===== config.mk =====
export PLATFORM = sky130hd
export DESIGN_NAME = dtpc_dist
export DESIGN_NICKNAME = d
export VERILOG_FILES = /design/src/rtl/core/dtpc_pkg.sv /design/src/rtl/core/dtpc_dist.sv
export SDC_FILE = /design/constraint.sdc
export NUM_CORES = 2
export LEC_CHECK = 0
export BUFFER_PORTS_ARGS = -buffer_cell sky130_fd_sc_hd__buf_2
export CAP_MARGIN = 25
export CORE_MARGIN = 5
export CORE_UTILIZATION = 25
export CTS_CLUSTER_SIZE = 40
export DETAILED_ROUTE_END_ITERATION = 8
export MAX_ROUTING_LAYER = met4
export SYNTH_ARGS = -nofsm -noshare
export SYNTH_HDL_FRONTEND = slang
export SYNTH_SLANG_ARGS = --single-unit

===== constraint.sdc =====
create_clock -name clk -period 7.6 [get_ports clk]
set_clock_uncertainty 0.1 [all_clocks]
set_input_delay 0.38 -clock clk [delete_from_list [all_inputs] [get_ports clk]]
set_output_delay 0.38 -clock clk [all_outputs]
set_load 0.01 [all_outputs]

===== src/rtl/core/dtpc_pkg.sv =====
// Package for the distance threshold point clustering unit.
// Holds sizes, word structs and the sequencer state type; no dependencies.
`timescale 1ns / 1ps
`default_nettype none
package dtpc_pkg;
	localparam int MAX_POINTS = 64;
	localparam int COORD_BITS = 16;
	localparam int IDX_W      = $clog2(MAX_POINTS);
	localparam int CNT_W      = $clog2(MAX_POINTS + 1);
	localparam int CRIT_W     = 34;
	localparam int SQ_W       = 2 * COORD_BITS;

	typedef struct packed {
		logic signed [COORD_BITS-1:0] pos_x;
		logic signed [COORD_BITS-1:0] pos_y;
		logic signed [COORD_BITS-1:0] pos_z;
		logic                         is_proton;
		logic                         is_spectator;
		logic                         side;
		logic                         last;
	} in_word_t;

	typedef struct packed {
		logic                         out_side;
		logic [5:0]                   cluster_number;
		logic signed [COORD_BITS-1:0] member_x;
		logic signed [COORD_BITS-1:0] member_y;
		logic signed [COORD_BITS-1:0] member_z;
		logic                         member_proton;
		logic [6:0]                   cluster_mass;
		logic [6:0]                   cluster_charge;
		logic                         last_of_cluster;
		logic                         last_of_event;
	} out_word_t;

	typedef struct packed {
		logic signed [COORD_BITS-1:0] x;
		logic signed [COORD_BITS-1:0] y;
		logic signed [COORD_BITS-1:0] z;
		logic                         proton;
		logic                         side;
	} point_t;

	typedef enum logic [4:0] {
		S_LOAD, S_INIT, S_PI_RD, S_PI_LAT, S_PJ_RD, S_PJ_LAT, S_W1, S_W2, S_CHK,
		S_FI_RD, S_FI_CHK, S_FJ_RD, S_FJ_CHK, S_RT_A, S_RT_B, S_RT_C,
		S_EL_RD, S_EL_CHK, S_CN_RD, S_CN_CHK, S_EM_RD, S_EM_CHK, S_FLUSH
	} state_t;
endpackage
`default_nettype wire


===== src/rtl/core/dtpc_dist.sv =====
// Three-stage squared distance and threshold compare for one point pair.
// Depends on dtpc_pkg.
`timescale 1ns / 1ps
`default_nettype none
module dtpc_dist (
	input  wire logic                        clk,
	input  wire dtpc_pkg::point_t            pt_a,
	input  wire dtpc_pkg::point_t            pt_b,
	input  wire logic [dtpc_pkg::CRIT_W-1:0] crit,
	output logic                             close_s3
);
	logic signed [dtpc_pkg::COORD_BITS:0] dx_s1, dy_s1, dz_s1;
	logic                                 same_s1, same_s2;
	logic [dtpc_pkg::SQ_W-1:0]            sx_s2, sy_s2, sz_s2;
	logic [dtpc_pkg::CRIT_W-1:0]          sum;
	logic signed [2*dtpc_pkg::COORD_BITS+1:0] px, py, pz;

	always_ff @(posedge clk) begin
		dx_s1   <= (dtpc_pkg::COORD_BITS+1)'(pt_a.x) - (dtpc_pkg::COORD_BITS+1)'(pt_b.x);
		dy_s1   <= (dtpc_pkg::COORD_BITS+1)'(pt_a.y) - (dtpc_pkg::COORD_BITS+1)'(pt_b.y);
		dz_s1   <= (dtpc_pkg::COORD_BITS+1)'(pt_a.z) - (dtpc_pkg::COORD_BITS+1)'(pt_b.z);
		same_s1 <= pt_a.side == pt_b.side;
	end

	assign px = dx_s1 * dx_s1;
	assign py = dy_s1 * dy_s1;
	assign pz = dz_s1 * dz_s1;

	always_ff @(posedge clk) begin
		sx_s2   <= px[dtpc_pkg::SQ_W-1:0];
		sy_s2   <= py[dtpc_pkg::SQ_W-1:0];
		sz_s2   <= pz[dtpc_pkg::SQ_W-1:0];
		same_s2 <= same_s1;
	end

	assign sum = dtpc_pkg::CRIT_W'(sx_s2) + dtpc_pkg::CRIT_W'(sy_s2)
	           + dtpc_pkg::CRIT_W'(sz_s2);

	always_ff @(posedge clk) begin
		close_s3 <= same_s2 && (sum < crit);
	end
endmodule
`default_nettype wire

**After elaboration in Yosys (flattened, before gate mapping)**

Cells that the tools add are included.

- Register bits: 150
- Input port bits: 135
- Output and inout port bits: 1
- Word-level logic and storage cells: 20

- Add/subtract/negate cells: 5
- $mul: 3
- Magnitude comparators: 1
- Equality and inequality tests: 1
- Reductions and logical operators: 1

Operators with widths:

| operator | count |
|---|---|
| 17-bit by 17-bit multiplier with 32-bit output | 3 |
| 16-bit by 16-bit subtractor with 17-bit output | 3 |
| 33-bit by 32-bit adder with 34-bit output | 1 |
| 34-bit < comparator | 1 |
| 32-bit by 32-bit adder with 33-bit output | 1 |
| 1-bit equality test | 1 |
| 1-bit logical AND | 1 |

**Longest topological paths before layout**

- Word-level depth: 4
- Gate-level depth with buffers: 25
- Depth with buffers taken out: 24

**Worst setup path after synthesis**

No wires, ideal clock.

- Kind: flip-flop to flip-flop
- Start point: reg dy_s1[16] (netlist bit)
- End point: reg sy_s2[30] (netlist bit)
- Library setup time: 123 ps
- Data arrival time: 6318 ps
- Data required time: 7377 ps
- Setup slack: 1059 ps
- Cell stages (with the launch flop): 23
- Buffers on the path: 2
- Period minus slack after synthesis: 6541 ps
- Cells stage by stage: dfxtp_1 clkbuf_1 clkbuf_1 nand2_1 inv_1 fa_1 fa_1 fa_1 fa_1 fa_1 inv_1 fa_1 inv_1 ha_1 a21o_1 a21o_1 a211oi_1 a2bb2oi_1 o31ai_1 or4_1 a31oi_1 o21ai_1 xor2_1

- Word-level cells in the longest chain between the ends: 1

RTL lines:

| item | RTL line | RTL |
|---|---|---|
| from (decl) | dtpc_dist.sv:12 | `logic signed [dtpc_pkg::COORD_BITS:0] dx_s1, dy_s1, dz_s1;` |
| from (signal assigned) | dtpc_dist.sv:20 | `dy_s1 <= (dtpc_pkg::COORD_BITS+1)'(pt_a.y) - (dtpc_pkg::COORD_BITS+1)'(pt_b.y);` |
| 17-bit by 17-bit multiplier with 32-bit output | dtpc_dist.sv:26 | `assign py = dy_s1 * dy_s1;` |
| named net py (one bit) | dtpc_dist.sv:16 | `logic signed [2*dtpc_pkg::COORD_BITS+1:0] px, py, pz;` |
| to (signal assigned) | dtpc_dist.sv:31 | `sy_s2 <= py[dtpc_pkg::SQ_W-1:0];` |
| to (decl) | dtpc_dist.sv:14 | `logic [dtpc_pkg::SQ_W-1:0] sx_s2, sy_s2, sz_s2;` |

The timed path passes the listed nets, and every way through them passes these cells.

**Worst setup path after layout**

- Start point: reg dy_s1[7] (netlist bit)
- End point: reg sy_s2[31] (netlist bit)

The elaborated chain is that of the path after synthesis.

==> results.cfg <==
[outcome]
status = finished clean

[logic_synthesis]
synthArstFlopShare_pct = 0
yosysMostFrequentCell = inv_1
ys.flop_type = dfxtp_1
yosys.area.top_type = fa_1
yosysSeqAreaShare_pct = 8.117
synth_common_cells = inv_1 (1113), fa_1 (801), ha_1 (368), nand2_1 (287), and2_1 (165)
synth_area_leaders = fa_1 (44%), ha_1 (13%), inv_1 (12%)
synth_edf_count = 0
avgSynthCellArea_sq_um = 9.294
synth_top_area_share_pct = 44.23
ys_warn_count = 0
syn_inst = 3901
ys_seq_elements = 147
synth_area_sq_mm = 0.03625
synth.distinct_cells = 63

[critical_path]
cpPeakStageDelay_ps = 710
crit_arrival_ps = 7110
critPathRequiredTime_ps = 7850
crit_chain = buf_4, nand2_1, fa_1, inv_1, fa_1, inv_1, fa_1, inv_1, fa_1, fa_1, inv_1, fa_1, inv_1, ha_1, o21ai_0, a2111oi_0, nand3_1, nand2_1, o2111ai_1, a31oi_1, o21ai_0, a21oi_1, a31oi_1
crit_type = flop to flop
startpoint_type = flop
crit_path_end_kind = flop
path_max_fanout = 13
crit_path_frequent_cell = fa_1
slowest_stage = dfxtp_1

[clocking]
cts_resized = 0
cts_tree = built
tritoncts.num_buffers = 17
clk_pin_slew_ps = 80
clock_latency_ps = 500
clock_sinks = 147
cts_buffer_depth = 2
root_buffer = clkbuf_16
cts_max_level = 4

[final_layout]
layout-drive-gt1-share_pct = 5.972
diodes = 0
fillers = 15281
fin_nets = 5343
area_delta_synth_final_pct = 10.55
utilization_pct = 27.87

[routing]
drt_first_pass_iters = 5
num_vias = 25125
wire_per_inst_um = 13.87
wl_mm = 82.60
drc_errors = 0
via_per_inst = 4.219
drt-initial-drc-count = 1168
drtAntennaViolNets = 0

[placed_design]
hpwl_mm = 72.28
gp_congestion = 0.8718
port_buffers = 133

[sta]
tightestPinTransition_ps = 1002
period_share_pct = 90.30
hold_viol_final = 0
rsz0062_at_grt = false
holdWs_ps = 75.38
fin_crit_ps = 6863
setup-violations-final = 0
slew_headroom_pct = 32.80
fin_tns_setup_ps = 0
drv_slew = 0
fmax_mhz = 145.7

[floorplanning]
die-area_sq_mm = 0.1527
start_util_pct = 25.21
coreArea_sq_mm = 0.1438
fp-row-count = 139
ios = 136
die_y_um = 390.8
die_w_um = 390.8

[grt]
grt_pass1_wl_mm = 139.6
first_global_vias = 27499
antenna_found_initial = 1
grt_usage_pct = 11.70
grt_remaining_overflow = 0
grt_max_degree = 24

[worst_hold_path]
holdCritPathClass = input port to flop

[run]
maxCapViolations = 0
sequential cells by signal, indices dropped and copies added, names as in the netlist:
signal	cells
dz_s1	17
dy_s1	17
close_s3	1
sx_s2	31
same_s1	1
sz_s2	31
dx_s1	17
sy_s2	31
same_s2	1
cell families after synthesis:
group                      after synthesis  share of synthesized area, %
DFF                                    147                         8.117
other                                    2                       0.02071
buffers and inverters                 1182                         12.24
muxes                                    4                        0.1208
adders and majority gates             1169                         56.93
and+or+nand+nor                        803                         10.67
xor gates and xnor gates               190                         4.590
AOI/OAI and AO/OA                      404                         7.313
placed cells by master, fill, tap and decap left out, types with 6 or more instances in the layout:
cell type and n:
buf_2 133, and3_1 14, nor2b_1 54, and2_1 165, a21o_1 48, clkbuf_16 17, o21bai_1 10, inv_1 1113
nand4_1 11, buf_4 50, o21ai_1 6, fa_1 801, nand2b_1 25, a31o_2 8, or2_2 10, nor3_1 41
nand3_1 26, dfxtp_1 147, a31oi_1 12, o31ai_1 8, o211ai_1 9, a21boi_0 11, nand2_1 287, xor2_1 44
o21a_1 34, xnor2_1 146, o21ai_0 76, nor2_1 147, or3_1 12, a21oi_1 108, ha_1 368, a211oi_1 25
stage by stage:
stage               std cells  area [sq um]  setup WS (ps)
detailed placement       5920         39430          797.6
floorplan                3902         36260           1059
CTS                      5954         40070          742.0
global placement         5920         39430          799.4
finish                   5955         40080          737.1
global route             5955         40080          332.6
per-layer routing:
metal  up-vias  GRT usage, %  wire length, um
met5         -             -                0
met4         0         2.144              976
met3        60         2.222             4496
met2       491         19.31            39570
met1     12656         15.16            37560
li1      11918             -                -
worst max-delay path: cells and delay by family (launching register included):
family                   cells  cell delay, ps
flip-flops                   1             710
buffers and inverters        6             560
adder cells (fa/ha/maj)      7            3380
AND/OR/NAND/NOR              3             520
AO/OA/AOI/OAI                7            1440
layout make-up:
class,instances,area (sq um),share of cell area (%)
clock buffer,17,425.4,1.061
sequential,147,2943,7.343
tap,1903,2381,5.941
multi-input combinational,2573,28880,72.06
inverter,1114,4182,10.43
clock inverter,15,196.4,0.4901
timing repair buffer,186,1072,2.675
worst paths after layout:
kind | from | to | slack [ps] | cells after the start
worst max-delay path | dy_s1[7] | sy_s2[31] | 740 | 23
worst min-delay path | pt_b[18] | dy_s1[0] | 80 | 3
worst max register to register | dy_s1[7] | sy_s2[31] | 740 | 23
worst min register to register | same_s1 | same_s2 | 230 | 0
what timing repair did:
item	CTS	global route
hold buffers	2	0
endpoints found under the setup margin	0	0
endpoints found under the hold margin	1	0
buffers inserted	0	0
Power is left out: the tool's default activity adds up to more than one toggle a clock period on the data nets, which glitch-free logic cannot reach.
