**src/rtl/core/dtpc_ram.sv**
```systemverilog
// Generic single write port, single read port RAM with registered read.
// No dependencies.
`timescale 1ns / 1ps
`default_nettype none
module dtpc_ram #(
	parameter int WIDTH = 8,
	parameter int DEPTH = 64
) (
	input  wire logic                     clk,
	input  wire logic                     we,
	input  wire logic [$clog2(DEPTH)-1:0] waddr,
	input  wire logic [WIDTH-1:0]         wdata,
	input  wire logic [$clog2(DEPTH)-1:0] raddr,
	output logic      [WIDTH-1:0]         rdata
);
	logic [WIDTH-1:0] mem [DEPTH];

	always_ff @(posedge clk) begin
		if (we) begin
			mem[waddr] <= wdata;
		end
	end

	always_ff @(posedge clk) begin
		rdata <= mem[raddr];
	end
endmodule
`default_nettype wire

```
**config.mk**
```make
export PLATFORM = sky130hd
export DESIGN_NAME = dtpc_ram
export DESIGN_NICKNAME = d
export VERILOG_FILES = /design/src/rtl/core/dtpc_ram.sv
export SDC_FILE = /design/constraint.sdc
export NUM_CORES = 1
export LEC_CHECK = 0
export BUFFER_PORTS_ARGS = -buffer_cell sky130_fd_sc_hd__buf_2
export CELL_PAD_IN_SITES_DETAIL_PLACEMENT = 0
export CELL_PAD_IN_SITES_GLOBAL_PLACEMENT = 1
export CORE_MARGIN = 3
export CORE_UTILIZATION = 43
export CTS_BUF_LIST = sky130_fd_sc_hd__clkbuf_8
export DETAILED_ROUTE_END_ITERATION = 7
export GPL_TIMING_DRIVEN = 0
export PLACE_DENSITY_LB_ADDON = 0.1
export SETUP_SLACK_MARGIN = 0.02
export SLEW_MARGIN = 20
export SYNTH_ARGS = -nofsm -noshare
export SYNTH_HDL_FRONTEND = slang
export SYNTH_SLANG_ARGS = --single-unit
```
**constraint.sdc**
```tcl
create_clock -name clk -period 2.8 [get_ports clk]
set_input_delay 0.56 -clock clk [delete_from_list [all_inputs] [get_ports clk]]
set_output_delay 0.56 -clock clk [all_outputs]
set_load 0.005 [all_outputs]
```
# After elaboration in Yosys (flattened, before gate mapping)
# Memory sizes are Yosys's and may differ from the RTL's. A register that Yosys moved wholly into a read port is not among the register bits.
# Cells that the tools add are included.
# classes
n_lt_le_gt_ge	0
add_sub_neg	0
mux	2
n_bitwise	0
n_shift	0
mul	0
div_mod_pow	0
reduce_logical	0
eq_ne	0
# ops
cell	count
1-bit 2-to-1 mux	2
# word_totals
romBits	0
word_cells	3
ramBits	512
latchBits	0
input_bits	22
output_inout_bits	8
memories	1
reg_bits	0
# mem_list
name	words	width	read_ports	rd_ports_with_merged_regs	wr	line	text
mem	64	8	1	1	1	16	logic [WIDTH-1:0] mem [DEPTH];

# Longest topological paths before layout
# Gate-level depths: netlist (run 1).
# depth
word_depth	2
ltp_mapped	9
mapped_depth_nobuf	5

# Worst setup path before layout (run 1)
# OpenSTA, ideal clock, no wires.
# synth_path
path_kind	input -> register
startpoint	in raddr[1]
endpoint	reg rdata[3], read port of mem
arrival_time_ps	2100
t_required_ps	2672
slack_ps	572
path_buffers	3
setup_ps	128
path_stages	7
cell_sequence	buf_4 -> buf_2 -> buf_2 -> mux4_2 -> mux4_2 -> o21ai_1 -> o41ai_1
# synth_lines
item	line	text
start, declared	13	input wire logic [$clog2(DEPTH)-1:0] raddr,
end, declared	14	output logic [WIDTH-1:0] rdata

==> metrics.yaml, run 1 <==
status: "finished clean"
grt_max_degree: 65
numCtsBuffers: 85
clkSinkCount: 520
endpoint_kind: "register"
drt_iter0_drc: 1002
dr.pass1.iters: 7
synth_ff_type: "edfxtp_1"
port_buffers: 21
area_growth_pct: 12.6
p_leak_uw: 0.00716
tritoncts: "yes"
synth_nets: 962
drv_slew: 0
synth_top_cell_by_area: "edfxtp_1"
vias: 9903
grt_pass1_wl_mm: 74.2
clk_latency_ns: 0.65
die_x_um: 223
synth_area_per_cell_um2: 21.5
die_area_um2: 49500
setup_viol: 0
htreeDepth: 3
start_kind: "input pin"
die_h_um: 223
syn_area_um2: 20200
cts_buffer_depth: 3
core_um2: 45900
wl_mm: 51.7
synth_area_leaders: "edfxtp_1 76%, mux4_2 14%, nor2_1 1.5%"
powerDensity_nw_per_um2: 698
crit_type: "in -> reg"
drive_gt1_frac: 0.271
clkTransAtPathRegs_ns: 0.06
finalCriticalPeriod_ns: 2.73
hold_buffers: 0
vias_per_cell: 5.77
synthCells: 940
tns_ns: 0
worst_pin_slew_ns: 1.01
cts-root-buf: "clkbuf_8"
peakVddDrop_mv: 0.321
async_reset_ff_frac: 0
synth-edff-count: 512
num-nets-final: 1070
dp_hpwl_mm: 32.3
ys_warn_count: 0
finalPower_uw: 15800
required_ns: 3.28
cp.arrival_ns: 3.20
fmax_ghz: 0.367
synth_mux_area_frac: 0.159
synthSimpleGateAreaFrac: 0.0339
timing.final.ws_setup_ns: 0.0733
grt_use_total: 0.212
yosysMostFrequentCell: "edfxtp_1"
synth_top_area_share: 0.762
synth-seq-area-share: 0.770
synth.top_cells.by_count: "512 x edfxtp_1, 126 x mux4_2, 83 x nor2_1"
ioPinCount: 30
gr-total-overflow: 0
synth-compound-area-share: 0.0207
grt_antenna_before_repair: 0
hold_viol: 0
critPathMaxFanout: 10
grt_setup_unrepaired: "no"
min_path_type: "in -> reg"
place_ws_ns: -0.817
first_global_vias: 10175
synthDistinctLibCells: 40
synth_top_family_by_area: "multiplexers"
route.detailed.drc: 0
std_cell_rows: 78
start_util: 0.440
drt-wirelength-per-cell_um: 30.1
maxCapViolations: 0
drtAntennaViolNets: 0
synthAdderAreaFrac: 0
synth_xor_area_frac: 0
num_antenna_cells: 0
period_share: 0.974
relSlewSlack: 0.327
gp_congestion: 0.820
skew_ns: 0.0164
synth-seq-cells: 520
[sequential cells by signal (all words and copies together) (netlist names)]
register,cells
mem,512
rdata,8
[layer usage]
layer / part of all wire / GRT usage / vias up
met5: 0 / 0 / -
met4: 0.020 / 0.0632 / 0
met3: 0.067 / 0.0412 / 68
met2: 0.46 / 0.319 / 400
met1: 0.45 / 0.319 / 5273
li1: - / - / 4162
[through the flow]
stage / util / instance area (um^2) / hold WS, ns / cells
finish: 0.495 / 22700 / 0.386 / 1715
CTS: 0.495 / 22700 / 0.324 / 1715
detailed placement: 0.459 / 21000 / 0.941 / 1561
floorplan: - / 20200 / 0.659 / 940
global route: 0.495 / 22700 / 0.343 / 1715
global placement: 0.458 / 21000 / 0.939 / 1561
[final timing paths]
path | from | endpoint | slack [ns] | cells after the start
worst min register to register | mem[6][7]$_DFFE_PP_ | rdata[7]$_DFF_P_ | 0.99 | 4
worst max register to register | mem[3][3]$_DFFE_PP_ | rdata[3]$_DFF_P_ | 0.56 | 4
worst min-delay path | raddr[5] | rdata[3]$_DFF_P_ | 0.39 | 2
worst max-delay path | raddr[1] | rdata[5]$_DFF_P_ | 0.07 | 9
[cell families after synthesis]
family	count (synthesis)
AOI/OAI and AO/OA	54
buffers and inverters	51
DFF	520
muxes	162
and+or+nand+nor	153
[layout by cell type (no fill, tap or decap), types with 3 or more instances in the layout]
cell type,count
o2bb2ai_1,3
a21oi_1,3
nor2_1,83
nand3_1,12
buf_1,3
buf_2,24
o221ai_1,8
clkinv_2,6
bufinv_16,4
clkinv_1,24
buf_6,4
a22oi_1,3
dfxtp_1,8
mux2i_1,23
edfxtp_1,512
clkbuf_1,16
a211oi_1,4
nand2_1,19
buf_4,21
nor3_1,5
o2111ai_1,3
mux4_2,126
clkbuf_8,93
inv_1,27
mux2_2,13
nand2b_1,7
a221oi_1,6
o22ai_1,8
nor2b_1,14
nand3b_1,3
[cell type report]
cell class,count,area (um^2)
Fill cell,3804,23200
Sequential cell,520,15500
Multi-Input combinational cell,369,4350
Clock buffer,93,1280
Tap cell,600,751
Clock inverter,61,342
Buffer,51,325
Timing Repair Buffer,21,125
[critical path: stages]
cell and delay (ns):
buf_4 0.20, buf_2 0.52, buf_4 0.36, buf_2 0.40, mux4_2 0.38, mux2i_1 0.33
a21oi_1 0.11, o21ai_1 0.14, o41ai_2 0.16
[timing repair]
item                                   in CTS  in global routing
resized for setup                           5                  1
setup endpoints to repair                   4                  1
endpoints found under the hold margin       0                  0
buffers inserted                            0                  0
gates cloned                                0                  0
[power by group]
group          switching (uW)  internal [uW]
registers                13.4           8620
logic                     577            308
clock network            2910           3410
Power figures use the tool's default switching activity.
==> run 2: changes to the inputs <==
Settings changed: CELL_PAD_IN_SITES_DETAIL_PLACEMENT 0 to 1, CELL_PAD_IN_SITES_GLOBAL_PLACEMENT 1 to 2, CORE_MARGIN 3 to unset.
==> run 2 against run 1 <==
Against the previous run: sequential share of layout area hardly changed; clock skew is 0.0088 ns higher; final area hardly changed; critical endpoint is now rdata[0]$_DFF_P_; largest cell class unchanged; highest routed layer unchanged.
==> metrics.yaml, run 2 (synthesis results as in run 1) <==
grt_use_total: 0.233  # +0.0209
gr-total-overflow: 0  # unchanged
p_int_uw: 12400  # +0.30%
clkSinkCount: 520  # unchanged
p_leak_uw: 0.00716  # about the same
worstReg2RegStart: "mem[3][3]$_DFFE_PP_"
min_path_type: "in -> reg"
drt_iter0_drc: 829  # -17%
finalPower_uw: 16000  # +0.87%
p_clk_frac: 0.403  # +0.004
hold_end: "rdata[3]$_DFF_P_"
wl_mm: 53.7  # +3.8%
drive_gt1_frac: 0.274  # +0.00311
reg2regPathDepth: 4  # unchanged
largest_reg_flops: 512  # unchanged
cp.arrival_ns: 3.22  # +0.02 ns
reg2reg_slack_ns: 0.61  # +0.05 ns
top_register: "mem"
num_antenna_cells: 0  # unchanged
cts-root-buf: "clkbuf_8"
r2r_end: "rdata[3]$_DFF_P_"
clk_latency_ns: 0.67  # +0.02 ns
place_area_um2: 21100  # +0.12%
area_growth_pct: 12.6  # about the same
fmax_ghz: 0.374  # +1.9%
required_ns: 3.35  # +0.07 ns
largest_registers: "mem: 512 flops, rdata: 8 flops"
hold-worst-slack_ns: 0.375  # -0.0107 ns
pwr-share-comb: 0.056  # about the same
worstHoldPathCells: 2  # unchanged
drt-wirelength-per-cell_um: 31.5  # +4.3%
route.detailed.drc: 0  # unchanged
port_buffers: 21  # unchanged
grt_pass1_wl_mm: 76.7  # +3.3%
powerDensity_nw_per_um2: 704  # +0.86%
htreeDepth: 3  # unchanged
grt_setup_unrepaired: "no"
vias_per_cell: 5.82  # +0.80%
grt_max_degree: 65  # unchanged
crit_type: "in -> reg"
worst_pin_slew_ns: 1.04  # +0.0276 ns
finish.utilization: 0.496  # +0.00111
std_cell_rows: 78  # unchanged
setup_viol: 0  # unchanged
p_sw_frac: 0.226  # +0.00441
peakVddDrop_mv: 0.369  # +15%
dp_hpwl_mm: 34.0  # +5.5%
power_frac_seq: 0.541  # -0.004
start_kind: "input pin"
endpoint_kind: "register"
design_area_um2: 22700  # about the same
fillers: 4134  # +8.7%
start_util: 0.441  # +0.000937
core_um2: 45800  # -0.21%
critPathMaxFanout: 10  # unchanged
dr.pass1.iters: 5  # -2
first_global_vias: 10304  # +1.3%
place_ws_ns: -0.736  # +0.0807 ns
relSlewSlack: 0.306  # -0.0209
tritoncts: "yes"
p_switching_uw: 3600  # +2.9%
hold_viol: 0  # unchanged
gp_congestion: 0.833  # +1.5%
die_h_um: 219  # -1.8%
clkTransAtPathRegs_ns: 0.06  # about the same
cts_buffer_depth: 3  # unchanged
status: "finished clean"
vias: 9930  # +0.27%
final_cell_mix: "512 x edfxtp_1, 126 x mux4_2, 94 x clkbuf_8"
num-nets-final: 1072  # +0.19%
cts_setup_buffers: 0  # unchanged
grt_antenna_before_repair: 0  # unchanged
maxCapViolations: 0  # unchanged
worstHoldStart: "raddr[5]"
drv_slew: 0  # unchanged
drtAntennaViolNets: 0  # unchanged
skew_ns: 0.0252  # +0.00877 ns
numCtsBuffers: 87  # +2.4%
die_area_um2: 47800  # -3.6%
ioPinCount: 30  # unchanged
die_x_um: 219  # -1.8%
mostFrequentLayoutCell: "edfxtp_1"
finalCriticalPeriod_ns: 2.68  # -0.0508 ns
period_share: 0.956  # -0.0182
timing.final.ws_setup_ns: 0.124  # +0.0508 ns
==> run 2: worst max-delay path by stage <==
stage / end / depth (start not counted) / from
2_1_floorplan: rdata[3]$_DFF_P_ / 7 / raddr[1]
5_1_grt: rdata[2]$_DFF_P_ / 8 / raddr[2]
3_5_place_dp: rdata[6]$_DFF_P_ / 8 / raddr[1]
6_report: rdata[0]$_DFF_P_ / 8 / raddr[2]
3_3_place_gp: rdata[7]$_DFF_P_ / 7 / raddr[2]
4_1_cts: rdata[6]$_DFF_P_ / 8 / raddr[1]
==> run 2: worst max-delay path: stages <==
cell and delay (ns):
buf_2 0.17, buf_2 0.39, buf_1 0.76, clkbuf_1 0.56, nand3_1 0.15, o2111ai_1 0.19, nand2_1 0.10, o2bb2ai_1 0.34
==> run 2: final cells by class <==
class | count | area (um^2) | area share
Sequential cell | 520 | 15500 | 0.684
Multi-Input combinational cell | 369 | 4330 | 0.191
Clock inverter | 51 | 329 | 0.0145
Tap cell | 600 | 751 | 0.0331
Clock buffer | 94 | 1290 | 0.0570
Timing Repair Buffer | 22 | 150 | 0.00661
Buffer | 50 | 317 | 0.0139
==> run 2: power groups by stage <==
stage / Sequential, uW / Clock (uW) / Combinational (uW)
after global placement: 8800 / 0 / 884
after floorplan: 8790 / 0 / 459
final: 8640 / 6440 / 895
after detailed placement: 8800 / 0 / 903
after CTS: 8640 / 6590 / 904
after global routing: 8640 / 6870 / 942
==> run 2: timing repair <==
action	in CTS	in global routing
endpoints found under the setup margin	3	5
gates cloned	0	0
pin swaps	0	0
hold buffers	0	0
resized for setup	1	3
==> run 2: layer usage <==
metal / GRT usage / up-vias / part of all wire
met2: 0.354 / 283 / 0.47
met5: 0 / - / 0
li1: - / 4148 / -
met1: 0.345 / 5432 / 0.47
met4: 0.0737 / 0 / 0.019
met3: 0.0388 / 67 / 0.048
==> run 2: through the flow <==
step | instances | TNS (ns)
floorplan | 940 | 0
global placement | 1561 | -19.80
detailed placement | 1562 | -35.21
CTS | 1706 | 0
global route | 1706 | 0
finish | 1706 | 0
